File: config.mk
export PLATFORM = sky130hd
export DESIGN_NAME = thg_cordic
export DESIGN_NICKNAME = d
export VERILOG_FILES = /design/src/sv/thg_pkg.sv /design/src/sv/thg_cordic.sv
export SDC_FILE = /design/constraint.sdc
export NUM_CORES = 1
export LEC_CHECK = 0
export ABC_AREA = 1
export ABC_CLOCK_PERIOD_IN_PS = 10400
export BUFFER_PORTS_ARGS = -buffer_cell sky130_fd_sc_hd__buf_4
export CAP_MARGIN = 20
export CORE_MARGIN = 5
export CORE_UTILIZATION = 40
export DETAILED_ROUTE_END_ITERATION = 7
export GPL_TIMING_DRIVEN = 0
export PLACE_DENSITY_LB_ADDON = 0.2
export SLEW_MARGIN = 20
export SYNTH_ARGS = -nofsm -noshare
export SYNTH_HDL_FRONTEND = slang
export SYNTH_SLANG_ARGS = --single-unit
File: constraint.sdc
create_clock -name clk -period 10.4 [get_ports clk]
set_input_delay 0.52 -clock clk [delete_from_list [all_inputs] [get_ports clk]]
set_output_delay 0.52 -clock clk [all_outputs]
set_load 0.02 [all_outputs]
File: src/sv/thg_pkg.sv
// Shared types, codes and constants of the tilt guarded heading odometry block.
// Depends on nothing.
package thg_pkg;

	localparam logic [1:0] REQ_IMU   = 2'd0;
	localparam logic [1:0] REQ_VEL   = 2'd1;
	localparam logic [1:0] REQ_TICK  = 2'd2;
	localparam logic [1:0] REQ_SPARE = 2'd3;

	localparam logic [2:0] CFG_TILT_LIMIT  = 3'd0;
	localparam logic [2:0] CFG_TILT_RUN    = 3'd1;
	localparam logic [2:0] CFG_RESTABLE    = 3'd2;
	localparam logic [2:0] CFG_SCALE_X     = 3'd3;
	localparam logic [2:0] CFG_SCALE_Y     = 3'd4;
	localparam logic [2:0] CFG_WALK_LIMIT  = 3'd5;

	localparam logic signed [34:0] PI_Q30      = 35'sd3373259426;
	localparam logic signed [34:0] HALF_PI_Q30 = 35'sd1686629713;
	localparam logic signed [34:0] TWO_PI_Q30  = 35'sd6746518852;
	localparam logic [32:0]        TWO_PI_U33  = 33'd6746518852;
	localparam logic signed [31:0] INV_GAIN    = 32'sd652032874;

	typedef struct packed {
		logic [1:0]         req_type;
		logic signed [15:0] roll_angle;
		logic signed [15:0] pitch_angle;
		logic signed [15:0] yaw_angle;
		logic signed [15:0] body_speed_x;
		logic signed [15:0] body_speed_y;
		logic [19:0]        elapsed_us;
	} req_t;

	typedef struct packed {
		logic               is_stable;
		logic               leans_forward;
		logic               is_walking;
		logic               heading_valid;
		logic signed [31:0] heading_rel;
		logic signed [47:0] odom_x;
		logic signed [47:0] odom_y;
	} res_t;

	typedef struct packed {
		logic signed [31:0] cos_v;
		logic signed [31:0] sin_v;
	} cs_t;

	// Arctangent of 2^-i in Q30, truncated.
	function automatic logic [29:0] atan_q30(input logic [4:0] idx);
		logic [29:0] v;
		case (idx)
			5'd0:  v = 30'h3243F6A8;
			5'd1:  v = 30'h1DAC6705;
			5'd2:  v = 30'h0FADBAFC;
			5'd3:  v = 30'h07F56EA6;
			5'd4:  v = 30'h03FEAB76;
			5'd5:  v = 30'h01FFD55B;
			5'd6:  v = 30'h00FFFAAA;
			5'd7:  v = 30'h007FFF55;
			5'd8:  v = 30'h003FFFEA;
			5'd9:  v = 30'h001FFFFD;
			5'd10: v = 30'h000FFFFF;
			5'd11: v = 30'h0007FFFF;
			5'd12: v = 30'h0003FFFF;
			5'd13: v = 30'h0001FFFF;
			5'd14: v = 30'h0000FFFF;
			5'd15: v = 30'h00007FFF;
			5'd16: v = 30'h00003FFF;
			5'd17: v = 30'h00001FFF;
			5'd18: v = 30'h00000FFF;
			5'd19: v = 30'h000007FF;
			5'd20: v = 30'h000003FF;
			5'd21: v = 30'h000001FF;
			5'd22: v = 30'h000000FF;
			5'd23: v = 30'h0000007F;
			default: v = 30'h0;
		endcase
		return v;
	endfunction

endpackage

File: src/sv/thg_cordic.sv
// Iterative angle reduction and rotation-mode CORDIC for cosine and sine in Q30.
// Depends on thg_pkg.
module thg_cordic #(
	parameter int ANGLE_FRAC_BITS = 13,
	parameter int CORDIC_STEPS = 16
) (
	input  logic                           clk,
	input  logic                           arst_n,
	input  logic                           start,
	input  logic signed [63-ANGLE_FRAC_BITS:0] angle,
	output logic                           done,
	output thg_pkg::cs_t                   result
);
	localparam int AW = 63 - ANGLE_FRAC_BITS;
	localparam int NRED = AW - 32;
	localparam int KW = $clog2(NRED);
	localparam int NSTEPS = (CORDIC_STEPS > 24) ? 24 : CORDIC_STEPS;
	localparam int IW = $clog2(NSTEPS);
	localparam logic [AW-1:0] TWO_PI_AW = AW'(thg_pkg::TWO_PI_U33);

	typedef enum logic [3:0] {
		C_IDLE = 4'b0001,
		C_RED  = 4'b0010,
		C_FOLD = 4'b0100,
		C_ROT  = 4'b1000
	} cstate_t;

	cstate_t            state_q;
	logic [AW-1:0]      r_q;
	logic               sign_q;
	logic [KW-1:0]      k_q;
	logic [IW-1:0]      i_q;
	logic signed [34:0] z_q;
	logic signed [31:0] x_q, y_q;
	logic               neg_q;
	logic               done_q;
	thg_pkg::cs_t       result_q;

	logic [AW-1:0]      sub_w;
	logic signed [34:0] zr, zw, zf;
	logic               negf;
	logic signed [31:0] xn, yn;
	logic signed [34:0] zn, at35;

	assign sub_w = TWO_PI_AW << k_q;
	assign at35 = signed'(35'(thg_pkg::atan_q30(5'(i_q))));

	always_comb begin
		zr = signed'({2'b00, r_q[32:0]});
		zw = sign_q ? -zr : zr;
		if (zw > thg_pkg::PI_Q30) zw = zw - thg_pkg::TWO_PI_Q30;
		if (zw < -thg_pkg::PI_Q30) zw = zw + thg_pkg::TWO_PI_Q30;
		negf = 1'b0;
		zf = zw;
		if (zw > thg_pkg::HALF_PI_Q30) begin
			zf = zw - thg_pkg::PI_Q30;
			negf = 1'b1;
		end else if (zw < -thg_pkg::HALF_PI_Q30) begin
			zf = zw + thg_pkg::PI_Q30;
			negf = 1'b1;
		end
	end

	always_comb begin
		if (z_q >= 0) begin
			xn = x_q - (y_q >>> i_q);
			yn = y_q + (x_q >>> i_q);
			zn = z_q - at35;
		end else begin
			xn = x_q + (y_q >>> i_q);
			yn = y_q - (x_q >>> i_q);
			zn = z_q + at35;
		end
	end

	always_ff @(posedge clk or negedge arst_n) begin
		if (!arst_n) begin
			state_q <= C_IDLE;
			done_q <= 1'b0;
		end else begin
			done_q <= 1'b0;
			case (state_q)
				C_IDLE: begin
					if (start) state_q <= C_RED;
				end
				C_RED: begin
					if (k_q == '0) state_q <= C_FOLD;
				end
				C_FOLD: state_q <= C_ROT;
				C_ROT: begin
					if (i_q == IW'(NSTEPS - 1)) begin
						state_q <= C_IDLE;
						done_q <= 1'b1;
					end
				end
				default: state_q <= C_IDLE;
			endcase
		end
	end

	always_ff @(posedge clk) begin
		case (state_q)
			C_IDLE: begin
				sign_q <= angle[AW];
				r_q <= angle[AW] ? AW'(-angle) : AW'(angle);
				k_q <= KW'(NRED - 1);
			end
			C_RED: begin
				if (r_q >= sub_w) r_q <= r_q - sub_w;
				k_q <= k_q - 1'b1;
			end
			C_FOLD: begin
				z_q <= zf;
				neg_q <= negf;
				x_q <= thg_pkg::INV_GAIN;
				y_q <= '0;
				i_q <= '0;
			end
			C_ROT: begin
				x_q <= xn;
				y_q <= yn;
				z_q <= zn;
				i_q <= i_q + 1'b1;
				if (i_q == IW'(NSTEPS - 1)) begin
					result_q.cos_v <= neg_q ? -xn : xn;
					result_q.sin_v <= neg_q ? -yn : yn;
				end
			end
			default: ;
		endcase
	end

	assign done = done_q;
	assign result = result_q;
endmodule

==> impl_metrics.json <==
{
  "clock-sinks": 258,
  "fillers": 8828,
  "ys_types": 66,
  "antenna_left": 0,
  "routed_wire_length_per_instance_um": 19.30,
  "crit_cells": 34,
  "synth.net_count": 5538,
  "grt_max_degree": 56,
  "maxCapViolations": 0,
  "io_buffers": 118,
  "syn_avg_cell_area_um2": 6.147,
  "drive_gt1_share_pct": 6.986,
  "end_kind": "flop",
  "drtIter0Drc": 3448,
  "cts.path.max_buffers": 3,
  "antenna_found_initial": 0,
  "root_buffer": "clkbuf_16",
  "post-route-min-period_ns": 7.861,
  "crit_family": "simple AND/OR/NAND/NOR gates",
  "yosys-top-cells-area": "edfxtp_1 21%, nand2_1 18%, nor2_1 7.4%",
  "synth_top_flop_cell": "edfxtp_1",
  "yosysTopAreaCell": "edfxtp_1",
  "ctsResizeCount": 0,
  "coreArea_um2": 80680,
  "die-height_um": 295.7,
  "clk_pin_slew_ns": 0.06,
  "grt_pass1_vias": 33370,
  "slew_viol_final": 0,
  "clk_latency_ns": 0.56,
  "r2r_slack_ns": 2.54,
  "synth_edf_count": 224,
  "final_cell_mix": "1542 x nand2_1, 640 x nor2_1, 614 x inv_1",
  "worst_pin_slew_ns": 1.088,
  "dieArea_um2": 87430,
  "hold_viol": 0,
  "drt_wl_total_um": 126500,
  "syn_area_um2": 32650,
  "path_buf_inv": 5,
  "critPathMaxStageDelay_ns": 0.54,
  "cts_tree": "built",
  "finalNetCount": 5698,
  "hpwlAfterDp_um": 102500,
  "critPathSlowestCell": "clkbuf_1",
  "diodes": 0,
  "drc": 0,
  "vias_per_cell": 5.465,
  "place_congestion": 1.006,
  "skew_ns": 0.02728,
  "crit_top_cell": "nand2_1",
  "num_io_pins": 119,
  "drt_first_pass_iters": 6,
  "postSynthCellCount": 5311,
  "hold_class": "primary input to flop",
  "h-tree-depth": 2,
  "rr_endpoint": "result[31]",
  "yosys_warnings": 0,
  "worst-path-max-fanout": 10,
  "setup.worst_path.start_class": "flop",
  "async_flop_share_pct": 1.938,
  "clock.fmax_mhz": 127.2,
  "mostFrequentLayoutCell": "nand2_1",
  "yosys.area.top_type_share_pct": 20.60,
  "arrival_ns": 8.12,
  "grt_overflow": 0,
  "num_vias": 35840,
  "postCtsSetupRepairBufs": 0,
  "die_w_um": 295.7,
  "period_share_pct": 75.59,
  "status": "complete, no violations",
  "crit_type": "flop to flop",
  "grt_pass1_wl_um": 191600,
  "reg2reg_from": "i_q[0]",
  "cp-endpoint": "result[31]",
  "rsz0062_at_grt": "false",
  "num_rows": 104,
  "cp-startpoint": "i_q[0]",
  "syn_to_final_growth_pct": 10.60,
  "ctsHoldBuffers": 1,
  "start_util_pct": 40.47,
  "setup_viol": 0,
  "timing.setup.tns_ns": 0,
  "worstPathRequired_ns": 10.66,
  "ys_seq_area_share_pct": 22.77,
  "r2r_cells": 34,
  "grt_usage_pct": 27.89,
  "ys_ff_latch": 258,
  "slew_headroom_pct": 27.50,
  "cts_buffers": 35
}
metrics by stage:
stage	hold WS [ns]	std cells	utilization, %	instance area, um2	setup WS, ns
after CTS	0.2155	6557	44.76	36110	2.741
after global routing	0.2251	6557	44.76	36110	2.005
after floorplan	0.2244	5311	-	32650	4.535
after global placement	0.3411	6489	43.21	34860	2.364
after detailed placement	0.3409	6493	43.33	34960	2.795
final	0.2463	6557	44.76	36110	2.539
kinds of logic after synthesis:
| logic type | share of synthesized area [%] |
|---|---|
| mux | 1.257 |
| simple gates | 36.83 |
| fa+ha+maj | 6.699 |
| xor+xnor | 8.075 |
| compound gates | 14.59 |
| buf+inv | 9.781 |
| flops | 22.77 |
cell usage after synthesis (18+ instances only):
cell and count:
nor2_2 18, mux2i_1 41, nor3_1 94, a21oi_1 296
buf_2 20, xor2_1 208, o21ai_1 28, nand3_1 310
or2_2 31, inv_1 616, xnor2_1 93, inv_2 30
edfxtp_1 224, o211ai_1 20, o21ai_0 399, a31oi_1 28
dfxtp_1 29, nand2_1 1542, clkbuf_1 94, nand2_2 54
ha_1 170, o22ai_1 18, buf_1 20, nand4_1 90
nor2_1 641
worst min path at each step:
stage / startpoint / endpoint / depth (start not counted)
floorplan: arst_n / done / 0
global placement: arst_n / done / 1
detailed placement: arst_n / done / 1
CTS: angle[50] / sign_q / 1
global route: angle[50] / sign_q / 1
finish: angle[50] / sign_q / 1
sequential cells by signal, indices dropped and copies added, names as in the netlist:
register	count
result	64
r_q	50
z_q	35
x_q	32
y_q	32
at35	29
k_q	5
i_q	4
state_q	4
done	1
neg_q	1
sign_q	1
per-layer routing:
metal,global-route usage [%],wire length [um],vias to the layer above
met5,0,0,-
met4,10.33,5356,0
met3,3.729,8707,229
met2,45.93,56740,1275
met1,37.58,55720,16570
li1,-,-,17770
final cells by class:
cell class	count	area (um2)	share of cell area (%)
clock inverter	20	191.4	0.5302
tap	1060	1326	3.673
buffer	156	743.2	2.058
timing repair buffer	123	983.4	2.724
clock buffer	43	947.2	2.623
multi-input combinational	4244	22030	61.00
inverter	653	2456	6.802
sequential	258	7433	20.59
Power is left out: the tool's default activity adds up to more than one toggle a clock period on the data nets, which glitch-free logic cannot reach.
